<file path="src/sv/arcsin_series_evaluator_assert.svh">
// ----------------------------------------------------------------------------
// Assertion macros for the arcsin series evaluator
// Concurrent checks that are compiled for simulation and become empty for
// synthesis.
// ----------------------------------------------------------------------------
`ifndef ARCSIN_SERIES_EVALUATOR_ASSERT_SVH
`define ARCSIN_SERIES_EVALUATOR_ASSERT_SVH
`ifndef SYNTHESIS
// The property must hold at every clock edge outside reset.
`define ASE_ASSERT(lbl, clk, rst_n, prop, msg) \
    lbl: assert property (@(posedge clk) disable iff (!rst_n) prop) else $error(msg);
// The expression must never be true outside reset.
`define ASE_NEVER(lbl, clk, rst_n, expr, msg) \
    lbl: assert property (@(posedge clk) disable iff (!rst_n) !(expr)) else $error(msg);
`else
`define ASE_ASSERT(lbl, clk, rst_n, prop, msg)
`define ASE_NEVER(lbl, clk, rst_n, expr, msg)
`endif
`endif

</file>
<file path="src/sv/ase_pkg.sv">
// ----------------------------------------------------------------------------
// ase_pkg
// Shared widths, codes and controller/datapath interface types of the
// arcsin series evaluator.
// ----------------------------------------------------------------------------
package ase_pkg;

    localparam int Q_FRAC    = 30;
    localparam int X_W       = 32;
    localparam int TOL_W     = 32;
    localparam int SUM_W     = 32;
    localparam int TERMS_W   = 11;
    localparam int PROD_W    = 2 * Q_FRAC;
    localparam int DIV_CNT_W = $clog2(Q_FRAC);
    localparam int OUT_DATA_W = 48;

    localparam logic [TOL_W-1:0]   TOL_RESET = 32'd1073742;
    localparam logic [TERMS_W-1:0] TERMS_SAT = 11'd2047;
    localparam logic [DIV_CNT_W-1:0] DIV_LAST = DIV_CNT_W'(Q_FRAC - 1);

    typedef enum logic [1:0] {
        ST_OK         = 2'd0,
        ST_X_RANGE    = 2'd1,
        ST_TOL_RANGE  = 2'd2,
        ST_TERM_LIMIT = 2'd3
    } t_status;

    typedef enum logic [1:0] {
        MUL_SQ = 2'd0,
        MUL_X2 = 2'd1,
        MUL_N  = 2'd2
    } t_mul_sel;

    typedef struct packed {
        logic     load_x;
        logic     mul_en;
        t_mul_sel mul_sel;
        logic     init;
        logic     acc;
        logic     m_from_prod;
        logic     div_load;
        logic     div_step;
        logic     div_last;
        logic     den_plus2;
        logic     n_inc;
        logic     out_load;
        t_status  out_status;
    } t_cmd;

    typedef struct packed {
        logic x_bad;
        logic tol_bad;
        logic stop;
        logic at_limit;
        logic out_busy;
    } t_sts;

endpackage

</file>
<file path="src/sv/ase_ctrl.sv">
// ----------------------------------------------------------------------------
// ase_ctrl
// Sequencer of the series evaluation: range checks, term loop and the two
// long divisions of every term.
// ----------------------------------------------------------------------------
`include "arcsin_series_evaluator_assert.svh"

module ase_ctrl (
    input  logic          i_clk,
    input  logic          i_rst_n,
    input  logic          i_start,
    input  ase_pkg::t_sts i_sts,
    output logic          o_ready,
    output ase_pkg::t_cmd o_cmd
);
    import ase_pkg::*;

    typedef enum logic [11:0] {
        S_IDLE   = 12'b0000_0000_0001,
        S_CHECK  = 12'b0000_0000_0010,
        S_SQUARE = 12'b0000_0000_0100,
        S_TEST   = 12'b0000_0000_1000,
        S_SCALE  = 12'b0000_0001_0000,
        S_MUL_N1 = 12'b0000_0010_0000,
        S_LOAD1  = 12'b0000_0100_0000,
        S_DIV1   = 12'b0000_1000_0000,
        S_MUL_N2 = 12'b0001_0000_0000,
        S_LOAD2  = 12'b0010_0000_0000,
        S_DIV2   = 12'b0100_0000_0000,
        S_DONE   = 12'b1000_0000_0000
    } t_state;

    t_state               r_state, n_state;
    t_status              r_status, n_status;
    logic [DIV_CNT_W-1:0] r_div_cnt, n_div_cnt;

    always_comb begin
        n_state   = r_state;
        n_status  = r_status;
        n_div_cnt = r_div_cnt;
        o_cmd     = '0;
        o_ready   = 1'b0;
        case (r_state)
            S_IDLE: begin
                o_ready = 1'b1;
                if (i_start) begin
                    o_cmd.load_x = 1'b1;
                    n_state      = S_CHECK;
                end
            end
            S_CHECK: begin
                if (i_sts.x_bad) begin
                    n_status = ST_X_RANGE;
                    n_state  = S_DONE;
                end else if (i_sts.tol_bad) begin
                    n_status = ST_TOL_RANGE;
                    n_state  = S_DONE;
                end else begin
                    o_cmd.mul_en  = 1'b1;
                    o_cmd.mul_sel = MUL_SQ;
                    n_state       = S_SQUARE;
                end
            end
            S_SQUARE: begin
                o_cmd.init = 1'b1;
                n_state    = S_TEST;
            end
            S_TEST: begin
                if (i_sts.stop) begin
                    n_status = ST_OK;
                    n_state  = S_DONE;
                end else if (i_sts.at_limit) begin
                    n_status = ST_TERM_LIMIT;
                    n_state  = S_DONE;
                end else begin
                    o_cmd.acc     = 1'b1;
                    o_cmd.mul_en  = 1'b1;
                    o_cmd.mul_sel = MUL_X2;
                    n_state       = S_SCALE;
                end
            end
            S_SCALE: begin
                o_cmd.m_from_prod = 1'b1;
                n_state           = S_MUL_N1;
            end
            S_MUL_N1: begin
                o_cmd.mul_en  = 1'b1;
                o_cmd.mul_sel = MUL_N;
                n_state       = S_LOAD1;
            end
            S_LOAD1: begin
                o_cmd.div_load = 1'b1;
                n_div_cnt      = '0;
                n_state        = S_DIV1;
            end
            S_DIV1: begin
                o_cmd.div_step = 1'b1;
                if (r_div_cnt == DIV_LAST) begin
                    o_cmd.div_last = 1'b1;
                    n_div_cnt      = '0;
                    n_state        = S_MUL_N2;
                end else begin
                    n_div_cnt = r_div_cnt + 1'b1;
                end
            end
            S_MUL_N2: begin
                o_cmd.mul_en  = 1'b1;
                o_cmd.mul_sel = MUL_N;
                n_state       = S_LOAD2;
            end
            S_LOAD2: begin
                o_cmd.div_load = 1'b1;
                n_div_cnt      = '0;
                n_state        = S_DIV2;
            end
            S_DIV2: begin
                o_cmd.div_step  = 1'b1;
                o_cmd.den_plus2 = 1'b1;
                if (r_div_cnt == DIV_LAST) begin
                    o_cmd.div_last = 1'b1;
                    o_cmd.n_inc    = 1'b1;
                    n_div_cnt      = '0;
                    n_state        = S_TEST;
                end else begin
                    n_div_cnt = r_div_cnt + 1'b1;
                end
            end
            S_DONE: begin
                if (!i_sts.out_busy) begin
                    o_cmd.out_load   = 1'b1;
                    o_cmd.out_status = r_status;
                    n_state          = S_IDLE;
                end
            end
            default: begin
                n_state = S_IDLE;
            end
        endcase
    end

    always_ff @(posedge i_clk) begin
        if (!i_rst_n) begin
            r_state   <= S_IDLE;
            r_status  <= ST_OK;
            r_div_cnt <= '0;
        end else begin
            r_state   <= n_state;
            r_status  <= n_status;
            r_div_cnt <= n_div_cnt;
        end
    end

    // A started item always goes through the range check first.
    `ASE_ASSERT(a_start_to_check, i_clk, i_rst_n, i_start |=> r_state == S_CHECK, "start did not enter check")
    // The step counter only runs while a division is in progress.
    `ASE_ASSERT(a_div_cnt_idle, i_clk, i_rst_n, (r_div_cnt != '0) |-> (r_state == S_DIV1 || r_state == S_DIV2), "division counter runs outside a division")
    // No result can be written in the cycle right after an item starts.
    `ASE_ASSERT(a_no_early_result, i_clk, i_rst_n, i_start |=> !o_cmd.out_load, "result written before the check")

endmodule

</file>
<file path="src/sv/ase_datapath.sv">
// ----------------------------------------------------------------------------
// ase_datapath
// Term registers, shared 30x30 multiplier, restoring divider, accumulator,
// tolerance register and result register.
// ----------------------------------------------------------------------------
`include "arcsin_series_evaluator_assert.svh"

module ase_datapath #(
    parameter int MAX_TERMS = 1024
) (
    input  logic                            i_clk,
    input  logic                            i_rst_n,
    input  ase_pkg::t_cmd                   i_cmd,
    output ase_pkg::t_sts                   o_sts,
    input  logic [ase_pkg::X_W-1:0]         i_x_value,
    input  logic                            i_cfg_wr_en,
    input  logic [ase_pkg::TOL_W-1:0]       i_cfg_wr_data,
    input  logic                            i_out_ready,
    output logic                            o_out_valid,
    output logic [ase_pkg::SUM_W-1:0]       o_sum_value,
    output logic [1:0]                      o_status,
    output logic [ase_pkg::TERMS_W-1:0]     o_terms_used
);
    import ase_pkg::*;

    localparam int NW    = $clog2(2 * MAX_TERMS + 2);
    localparam int CW    = $clog2(MAX_TERMS + 1);
    localparam int CNT_W = (CW > TERMS_W) ? CW : TERMS_W;

    logic [TOL_W-1:0]   r_tol;
    logic               r_neg;
    logic               r_x_bad;
    logic [Q_FRAC-1:0]  r_xmag;
    logic [Q_FRAC-1:0]  r_x2;
    logic [Q_FRAC-1:0]  r_m;
    logic [NW-1:0]      r_n;
    logic [SUM_W-2:0]   r_sum;
    logic [CNT_W-1:0]   r_count;
    logic [PROD_W-1:0]  r_prod;
    logic [NW-1:0]      r_rem;
    logic [Q_FRAC-1:0]  r_lo;
    logic               r_out_valid;
    logic [SUM_W-1:0]   r_out_sum;
    t_status            r_out_status;
    logic [TERMS_W-1:0] r_out_terms;

    logic [X_W-1:0]     w_x_abs;
    logic [Q_FRAC-1:0]  w_op_a, w_op_b;
    logic [NW-1:0]      w_den;
    logic [NW:0]        w_shift, w_diff;
    logic               w_ge;
    logic [NW-1:0]      n_rem;
    logic [Q_FRAC-1:0]  n_lo;
    logic [SUM_W-1:0]   w_sum;
    logic [SUM_W-1:0]   w_sum_wide;
    logic [TERMS_W-1:0] w_terms;
    logic               w_err;

    assign w_x_abs = i_x_value[X_W-1] ? (~i_x_value + 32'd1) : i_x_value;

    always_comb begin
        case (i_cmd.mul_sel)
            MUL_SQ: begin
                w_op_a = r_xmag;
                w_op_b = r_xmag;
            end
            MUL_X2: begin
                w_op_a = r_m;
                w_op_b = r_x2;
            end
            MUL_N: begin
                w_op_a = r_m;
                w_op_b = Q_FRAC'(r_n);
            end
            default: begin
                w_op_a = r_m;
                w_op_b = r_x2;
            end
        endcase
    end

    // One quotient bit per step; the remainder always stays below the divisor.
    assign w_den   = r_n + (i_cmd.den_plus2 ? NW'(2) : NW'(1));
    assign w_shift = {r_rem, r_lo[Q_FRAC-1]};
    assign w_diff  = w_shift - {1'b0, w_den};
    assign w_ge    = (w_shift >= {1'b0, w_den});
    assign n_rem   = w_ge ? w_diff[NW-1:0] : w_shift[NW-1:0];
    assign n_lo    = {r_lo[Q_FRAC-2:0], w_ge};

    // The sum only grows, so clamping each addition equals clamping at the end.
    assign w_sum = SUM_W'(r_sum) + SUM_W'(r_m);

    assign w_sum_wide = r_neg ? (~{1'b0, r_sum} + 32'd1) : {1'b0, r_sum};
    assign w_terms    = (r_count > CNT_W'(TERMS_SAT)) ? TERMS_SAT : r_count[TERMS_W-1:0];
    assign w_err      = (i_cmd.out_status == ST_X_RANGE) || (i_cmd.out_status == ST_TOL_RANGE);

    always_ff @(posedge i_clk) begin
        if (!i_rst_n) begin
            r_tol       <= TOL_RESET;
            r_out_valid <= 1'b0;
            r_count     <= '0;
        end else begin
            if (i_cfg_wr_en) begin
                r_tol <= i_cfg_wr_data;
            end
            if (i_cmd.out_load) begin
                r_out_valid <= 1'b1;
            end else if (i_out_ready) begin
                r_out_valid <= 1'b0;
            end
            if (i_cmd.init) begin
                r_count <= '0;
            end else if (i_cmd.acc) begin
                r_count <= r_count + 1'b1;
            end
        end
    end

    always_ff @(posedge i_clk) begin
        if (i_cmd.load_x) begin
            r_neg   <= i_x_value[X_W-1];
            r_xmag  <= w_x_abs[Q_FRAC-1:0];
            r_x_bad <= !((i_x_value[X_W-1:Q_FRAC] == 2'b00) ||
                         ((i_x_value[X_W-1:Q_FRAC] == 2'b11) &&
                          (i_x_value[Q_FRAC-1:0] != '0)));
        end
        if (i_cmd.mul_en) begin
            r_prod <= w_op_a * w_op_b;
        end
        if (i_cmd.init) begin
            r_x2    <= r_prod[PROD_W-1:Q_FRAC];
            r_m     <= r_xmag;
            r_n     <= NW'(1);
            r_sum   <= '0;
        end
        if (i_cmd.acc) begin
            r_sum   <= w_sum[SUM_W-1] ? {(SUM_W-1){1'b1}} : w_sum[SUM_W-2:0];
        end
        if (i_cmd.m_from_prod) begin
            r_m <= r_prod[PROD_W-1:Q_FRAC];
        end
        if (i_cmd.div_load) begin
            r_rem <= r_prod[Q_FRAC+NW-1:Q_FRAC];
            r_lo  <= r_prod[Q_FRAC-1:0];
        end
        if (i_cmd.div_step) begin
            r_rem <= n_rem;
            r_lo  <= n_lo;
        end
        if (i_cmd.div_last) begin
            r_m <= n_lo;
        end
        if (i_cmd.n_inc) begin
            r_n <= r_n + NW'(2);
        end
        if (i_cmd.out_load) begin
            r_out_status <= i_cmd.out_status;
            r_out_sum    <= w_err ? '0 : w_sum_wide;
            r_out_terms  <= w_err ? '0 : w_terms;
        end
    end

    assign o_sts.x_bad    = r_x_bad;
    assign o_sts.tol_bad  = (r_tol == '0) || r_tol[TOL_W-1];
    assign o_sts.stop     = (TOL_W'({r_m, 1'b0}) <= r_tol);
    assign o_sts.at_limit = (r_count == CNT_W'(MAX_TERMS));
    assign o_sts.out_busy = r_out_valid && !i_out_ready;

    assign o_out_valid  = r_out_valid;
    assign o_sum_value  = r_out_sum;
    assign o_status     = r_out_status;
    assign o_terms_used = r_out_terms;

    // The term count never passes the limit.
    `ASE_NEVER(a_count_limit, i_clk, i_rst_n, r_count > CNT_W'(MAX_TERMS), "term count above limit")
    // A range error reports an empty result.
    `ASE_ASSERT(a_err_empty, i_clk, i_rst_n, (r_out_valid && (r_out_status == ST_X_RANGE || r_out_status == ST_TOL_RANGE)) |-> (r_out_sum == '0 && r_out_terms == '0), "error result not empty")
    // The partial remainder must stay below the divisor during a division.
    `ASE_ASSERT(a_rem_below_den, i_clk, i_rst_n, i_cmd.div_step |-> (r_rem < w_den), "division remainder out of range")

endmodule

</file>
<file path="src/sv/arcsin_series_evaluator.sv">
// ----------------------------------------------------------------------------
// arcsin_series_evaluator
// Computes arcsin(x) in signed Q1.30 by summing its Taylor series until a
// term falls to the programmable tolerance.
// ----------------------------------------------------------------------------
//
//  Channel   Direction  Signals                          Contents
//  -------   ---------  -------------------------------  ---------------------------
//  input     in         i_s_tvalid/o_s_tready/i_s_tdata   x_value
//  result    out        o_m_tvalid/i_m_tready/o_m_tdata   sum_value, terms_used
//                       o_m_tuser                         status
//  config    in         i_cfg_wr_en/i_cfg_wr_data         tolerance (write only)
//
// The number of terms summed for an item is at most MAX_TERMS; a range error
// ends the item without summing any term.
// Every term costs two 30-step restoring divisions on the single divider and
// three passes through the shared 30x30 multiplier, so the divider sets the rate.
// Reset is synchronous and active low; it restores the tolerance to its
// default and empties the result register.
// One item is worked at a time; the next item is taken as soon as the result
// is parked in the output register, even while the consumer stalls.
//
module arcsin_series_evaluator #(
    parameter int MAX_TERMS = 1024
) (
    input  logic                               i_clk,
    input  logic                               i_rst_n,
    // Input item.
    input  logic                               i_s_tvalid,
    output logic                               o_s_tready,
    input  logic [ase_pkg::X_W-1:0]            i_s_tdata,   // [31:0] x_value
    // Result item.
    output logic                               o_m_tvalid,
    input  logic                               i_m_tready,
    output logic [ase_pkg::OUT_DATA_W-1:0]     o_m_tdata,   // [31:0] sum_value,
                                                            // [42:32] terms_used,
                                                            // [47:43] zero
    output logic [1:0]                         o_m_tuser,   // [1:0] status
    // Tolerance register, unsigned Q1.31.
    input  logic                               i_cfg_wr_en,
    input  logic [ase_pkg::TOL_W-1:0]          i_cfg_wr_data
);
    import ase_pkg::*;

    t_cmd               w_cmd;
    t_sts               w_sts;
    logic               w_ready;
    logic               w_start;
    logic [SUM_W-1:0]   w_sum_value;
    logic [TERMS_W-1:0] w_terms_used;

    // An item is taken whenever the sequencer is idle; the result register
    // decouples it from the consumer.
    assign o_s_tready = w_ready;
    assign w_start    = i_s_tvalid && w_ready;

    ase_ctrl u_ctrl (
        .i_clk   (i_clk),
        .i_rst_n (i_rst_n),
        .i_start (w_start),
        .i_sts   (w_sts),
        .o_ready (w_ready),
        .o_cmd   (w_cmd)
    );

    ase_datapath #(
        .MAX_TERMS (MAX_TERMS)
    ) u_datapath (
        .i_clk         (i_clk),
        .i_rst_n       (i_rst_n),
        .i_cmd         (w_cmd),
        .o_sts         (w_sts),
        .i_x_value     (i_s_tdata),
        .i_cfg_wr_en   (i_cfg_wr_en),
        .i_cfg_wr_data (i_cfg_wr_data),
        .i_out_ready   (i_m_tready),
        .o_out_valid   (o_m_tvalid),
        .o_sum_value   (w_sum_value),
        .o_status      (o_m_tuser),
        .o_terms_used  (w_terms_used)
    );

    // Pack the result fields from the lowest bit up and pad to whole bytes.
    assign o_m_tdata = {{(OUT_DATA_W - SUM_W - TERMS_W){1'b0}}, w_terms_used, w_sum_value};

endmodule
</file>
<file path="config.mk">
export PLATFORM = sky130hd
export DESIGN_NAME = arcsin_series_evaluator
export DESIGN_NICKNAME = d
export VERILOG_FILES = /design/src/sv/ase_pkg.sv /design/src/sv/ase_ctrl.sv /design/src/sv/ase_datapath.sv /design/src/sv/arcsin_series_evaluator.sv
export VERILOG_INCLUDE_DIRS = /design/src /design/src/sv
export SDC_FILE = /design/constraint.sdc
export NUM_CORES = 2
export LEC_CHECK = 0
export ABC_AREA = 1
export BUFFER_PORTS_ARGS = -buffer_cell sky130_fd_sc_hd__buf_4
export CAP_MARGIN = 20
export CORE_ASPECT_RATIO = 0.75
export CORE_MARGIN = 2
export CORE_UTILIZATION = 45
export DETAILED_ROUTE_END_ITERATION = 16
export PLACE_DENSITY = 0.72
export SLEW_MARGIN = 20
export SYNTH_ARGS = -nofsm -noshare
export SYNTH_HDL_FRONTEND = slang
export SYNTH_SLANG_ARGS = --single-unit
export TNS_END_PERCENT = 50
</file>
<file path="constraint.sdc">
create_clock -name i_clk -period 10.45 [get_ports i_clk]
set_input_delay 1.045 -clock i_clk [delete_from_list [all_inputs] [get_ports i_clk]]
set_output_delay 1.045 -clock i_clk [all_outputs]
set_load 0.05 [all_outputs]
</file>
# Word level (Yosys, flattened, before mapping)
# Cells that the tools add are included.
[totals]
reg_bits = 345
inputBits = 69
output_inout_bits = 52
elab_cells = 142
[classes]
addsub = 8
n_mul = 1
order_cmp = 3
eq_ne = 24
n_mux = 56
bitwise = 4
reduce_logical = 26
[op_table]
columns = ["operator", "n"]
rows = [
  ["2-to-1 mux 30 bit", 7],
  ["2-to-1 mux 12 bit", 13],
  ["one-hot mux 12 bit (12 select lines)", 1],
  ["2-to-1 mux 31 bit", 4],
  ["multiplier 30 x 30 -> 60 bit", 1],
  ["one-hot mux 30 bit (2 select lines)", 1],
  ["adder 31 x 30 -> 32 bit", 1],
  ["adder 32 x 1 -> 32 bit, second input constant", 1],
  ["<= comparator 31 x 32 -> 1 bit", 1],
  ["logical NOT 32 bit", 1],
  ["inverter 31 -> 32 bit", 1],
  ["adder 30 x 1 -> 30 bit, second input constant", 1],
  ["inverter 30 bit", 1],
  ["nonzero test 30 bit", 1],
  ["2-to-1 mux 3 bit", 6],
  ["2-to-1 mux 2 bit", 7],
  ["greater-or-equal comparator 13 x 12 -> 1 bit", 1],
  ["adder 12 bit", 1],
  ["adder 12 x 2 -> 12 bit, second input constant", 1],
  ["== test 12 x 1 -> 1 bit, second input constant", 1],
  ["== test 12 x 10 -> 1 bit, second input constant", 1],
  ["== test 12 x 11 -> 1 bit, second input constant", 1],
  ["== test 12 bit, second input constant", 1],
  ["== test 12 x 2 -> 1 bit, second input constant", 1],
  ["34 further kinds", 66],
]

# Depth between registers and ports, before layout
[logic_depth]
ltp_word = 8
ltp_mapped = 48
ltp_nobuf = 46

# By module
# A second synthesis with hierarchy kept.
[hier_totals]
cells_unflattened = 6191
area_unflattened_um2 = 50145.6
[modules_own_cells]
columns = ["module", "instances", "cells_per_inst", "area_each_um2", "seq_area_each_um2"]
rows = [
  ["ase_datapath", 1, 6004, 48821.8, 9318.9],
  ["ase_ctrl", 1, 179, 1275.0, 380.4],
  ["arcsin_series_evaluator", 1, 8, 48.8, 0.0],
]

# Least setup slack after synthesis
# Ideal clock, no wire load.
[synth_path]
path_kind = "register -> register"
start = "register u_datapath.r_m[14]"
end = "register u_datapath.r_prod[33], data pin"
setup_time_ns = 0.259
arrival_time_ns = 7.757
t_required_ns = 10.191
setup_slack_ns = 2.434
path_stages_with_launch = 39
path_buffers = 2
synth_period_minus_slack_ns = 8.016
path_cell_list = "edfxtp_1 -> ha_1 -> nand2_1 -> nor2_1 -> nand2_1 -> nor2_1 -> nor2_1 -> nand2_1 -> nand2_1 -> nand2_2 -> nand3_4 -> nand2_2 -> buf_4 -> nand2_1 -> nand2_1 -> buf_2 -> nor2_1 -> fa_1 -> [3 not listed] -> fa_1 -> inv_1 -> fa_1 -> inv_1 -> fa_1 -> inv_1 -> fa_1 -> inv_1 -> fa_1 -> inv_1 -> ha_1 -> nand2_1 -> nor2_1 -> nand2_1 -> o21ai_0 -> a21boi_0 -> o211ai_1 -> nand2_1"
[synth_via]
elab_chain_cells = 6
word_cells_on_any_way = 8
cone_classes = "mul (1); order compare (1); eq/ne (1); mux (4); reduce/logical (1)"
[synth_rtl]
columns = ["item", "line_no", "text"]
rows = [
  ["start: declaration", "ase_datapath.sv:35", "logic [Q_FRAC-1:0] r_m;"],
  ["start signal: assignment", "ase_datapath.sv:132", "r_m <= r_xmag;"],
  ["start signal: assignment", "ase_datapath.sv:140", "r_m <= r_prod[PROD_W-1:Q_FRAC];"],
  ["start signal: assignment", "ase_datapath.sv:151", "r_m <= n_lo;"],
  ["<= comparator 31 x 32 -> 1 bit", "ase_datapath.sv:165", "assign o_sts.stop = (TOL_W'({r_m, 1'b0}) <= r_tol);"],
  ["2-to-1 mux 3 bit", "ase_ctrl.sv:69", "if (i_sts.stop) begin"],
  ["one-hot mux 3 bit (3 select lines)", "ase_ctrl.sv:43", "case (r_state)"],
  ["== test 2 bit or logical NOT 2 bit (tied branches)", "ase_datapath.sv:62", "case (i_cmd.mul_sel)"],
  ["one-hot mux 30 bit (2 select lines) or 2-to-1 mux 30 bit (tied branches)", "ase_datapath.sv:62", ""],
  ["multiplier 30 x 30 -> 60 bit *", "ase_datapath.sv:128", "r_prod <= w_op_a * w_op_b;"],
  ["end signal: assignment", "ase_datapath.sv:128", ""],
  ["end: declaration", "ase_datapath.sv:39", "logic [PROD_W-1:0] r_prod;"],
]
# Mark *: on every way between the ends. The rest lies on a longest branch, timed or not.
# A chain may end at the register's enable or synchronous reset.

# Final worst setup path
[layout_path]
start = "register u_datapath.r_m[9]"
end = "register u_datapath.r_prod[58], data pin"
# Same word-level chain as after synthesis.

==> metrics.txt <==
remaining routing DRC violations=0; number of enable flip-flop cells after synthesis=281; worst-case clock buffer depth=3; r2r startpoint=u_datapath.r_m[9]; final worst-path setup slack=0.320 ns; kind of end point of the critical path=flop; DIE HEIGHT=290 um; total of flip-flops plus latches after synthesis=344; number of library cell types mapped by synthesis=51; setup TNS after final layout=0 ns; post-synthesis cell count=5810; count of cells along the worst hold path=0; source of the worst hold timing path=u_datapath.r_prod[45]; overall die width=385 um; commonest non-fill, non-tap cell in the layout=sky130_fd_sc_hd__inv_1; top post-synthesis cells by area=sky130_fd_sc_hd__fa_1 (32%), sky130_fd_sc_hd__edfxtp_1 (17%), sky130_fd_sc_hd__inv_1 (9.2%), sky130_fd_sc_hd__ha_1 (8.4%), sky130_fd_sc_hd__nand2_1 (7.4%); non-filler cells, final=7354; ANT nets after route=0; final hold viol count=0; fraction of final layout cells with drive strength greater than 1=0.0730; biggest cell delay along the critical path=0.62 ns; summed instance area of the synthesized netlist=49000 sq um; final wirelength=180000 um; share of the yosys chip area belonging to registers=0.198; vias in the first global route=41200; CTS resizes=0; number of buffers added by the clock tree synthesis step=38; biggest area consumer among synthesized cells=sky130_fd_sc_hd__fa_1; placed wire-length estimate after detailed placement=149000 um; Critical Path Slowest Stage Cell=sky130_fd_sc_hd__fa_1; Vias/cell=5.70; type of the worst setup path=flop to flop; Remaining Overflow, GRT=0; setup repair after global routing missed its margin=false; count of synthesis-stage warnings from yosys=0; TritonCTS clock tree=yes; number of I/O pins=121; initial antenna violation count=5; clock root buffer=sky130_fd_sc_hd__clkbuf_16; Initial Utilization=0.455; Critical Path AT=10.51 ns; Setup Fix Bufs, Post-CTS=0; dominant register cell in the synthesized netlist=sky130_fd_sc_hd__edfxtp_1; Die Area=112000 sq um; Final Net Count=7071; Layout Area Growth over Synthesis=8.08%; CTS Sinks=344; startpoint kind of the worst setup timing path=flop; Placed Instances=7281; # H-tree levels=2; depth of the worst register-to-register path=38; layout filler cell count=10200; clock transition at the registers of the reported paths=0.07 ns; max-slew violation total from the final report=0; WP data required=10.83 ns; peak fanout along the critical path=24; CTS hold repair buffers=0; transition time at the pin with the least slew margin=1.09 ns; Layout Skew=0.0428 ns; outcome=finished, final reports clean; relative slew slack=0.267; Starting DRT DRC Count=5741; number of buffers added on ports=115; fin crit period=10.13 ns; beginning of the critical path=u_datapath.r_m[9]; pre-CTS WS=0.375 ns; number of core rows=104; number of failing setup endpoints in the final timing report=0; Routed wire per std cell=24.4 um; worst skew pair latency=0.62 ns; Core Footprint=108000 sq um; Period Utilization, post-route=0.969; leading cell types in the layout, fill and taps excluded=sky130_fd_sc_hd__inv_1 (1197), sky130_fd_sc_hd__nand2_1 (969), sky130_fd_sc_hd__fa_1 (782), sky130_fd_sc_hd__nor2_1 (705), sky130_fd_sc_hd__ha_1 (329); min-delay worst type=flop to flop; async set-reset flop share out of synthesis=0; wire length of the first global-routing pass=266000 um; global-route total usage across every layer=0.323; maximum number of pins on one net before global-route repair=67; synthesized area divided by synthesized cell count=8.44 sq um; final RePlAce weighted congestion=1.06; achievable clock frequency=98.7 MHz; drt pass-1 iters=7; vias after detailed routing=41900; area share of the largest cell type after synthesis=0.319; number of max-cap violations=0
==> worst max-delay path, delay by kind of cell (launching register included) <==
kind                       cells  cell delay [ns]
and+or+nand+nor               17             2.50
AOI/OAI and AO/OA              3             0.90
buffers and inverters          8             1.26
adders and majority gates     10             4.78
DFF                            1             0.44
==> final timing paths <==
check                                        endpoint  slack [ns]
worst max register to register  u_datapath.r_prod[58]        0.32
worst max-delay path            u_datapath.r_prod[58]        0.32
worst min-delay path              u_datapath.r_x2[15]        0.46
worst min register to register    u_datapath.r_x2[15]        0.46
==> cell type report <==
type / instances / area [sq um] / area share
well taps: 1431 / 1790 / 0.0338
clock buffers: 46 / 991 / 0.0187
multi-input cells: 4029 / 33700 / 0.636
repair buffers: 236 / 1800 / 0.0339
flip-flops and latches: 344 / 9700 / 0.183
diodes: 2 / 5.00 / 0.0000945
clock inverters: 24 / 305 / 0.00576
inverters: 1242 / 4670 / 0.0881
==> cells by family after synthesis <==
family | after synthesis | synth area share
compound gates | 598 | 0.0688
xor+xnor | 149 | 0.0266
fa+ha+maj | 1111 | 0.403
buf+inv | 1442 | 0.115
flops | 344 | 0.198
other cells | 1 | 0.0000765
simple gates | 2165 | 0.188
==> layer usage <==
layer	track usage	routed length [um]
met4	0.0767	4980
met3	0.160	31400
met2	0.415	67900
met5	0.0168	307
met1	0.475	75000
==> sequential cells by signal (all words and copies together) (netlist names) <==
signal,flops
u_datapath.r_prod,60
u_datapath.o_sum_value,32
u_datapath.r_tol,32
u_datapath.r_sum,31
u_datapath.r_lo,30
u_datapath.r_m,30
u_datapath.r_x2,30
u_datapath.r_xmag,30
u_ctrl.r_state,12
u_datapath.r_rem,12
u_datapath.o_terms_used,11
u_datapath.r_count,11
u_datapath.r_n,11
u_ctrl.r_div_cnt,5
u_ctrl.r_status,2
u_datapath.o_status,2
u_datapath.o_out_valid,1
u_datapath.r_neg,1
u_datapath.r_x_bad,1
==> Yosys cell counts, drive strengths merged, types with 97 or more instances <==
| cell | count |
|---|---|
| a21oi | 216 |
| buf | 135 |
| edfxtp | 281 |
| fa | 782 |
| ha | 329 |
| inv | 1242 |
| nand2 | 1007 |
| nand3 | 171 |
| nand4 | 190 |
| nor2 | 713 |
| o21ai | 262 |
| xor2 | 97 |
==> per-stage QoR <==
| stage | cell area, sq um | hold slack [ns] | util |
|---|---|---|---|
| floorplan | 49000 | 0.426 | - |
| global placement | 51600 | 0.452 | 0.480 |
| detailed placement | 51600 | 0.445 | 0.480 |
| CTS | 52900 | 0.460 | 0.492 |
| global route | 53000 | 0.484 | 0.492 |
| finish | 53000 | 0.462 | 0.492 |
Power is not shown: default switching activity piles up to over one toggle a cycle in this logic, so the estimate is an artifact.
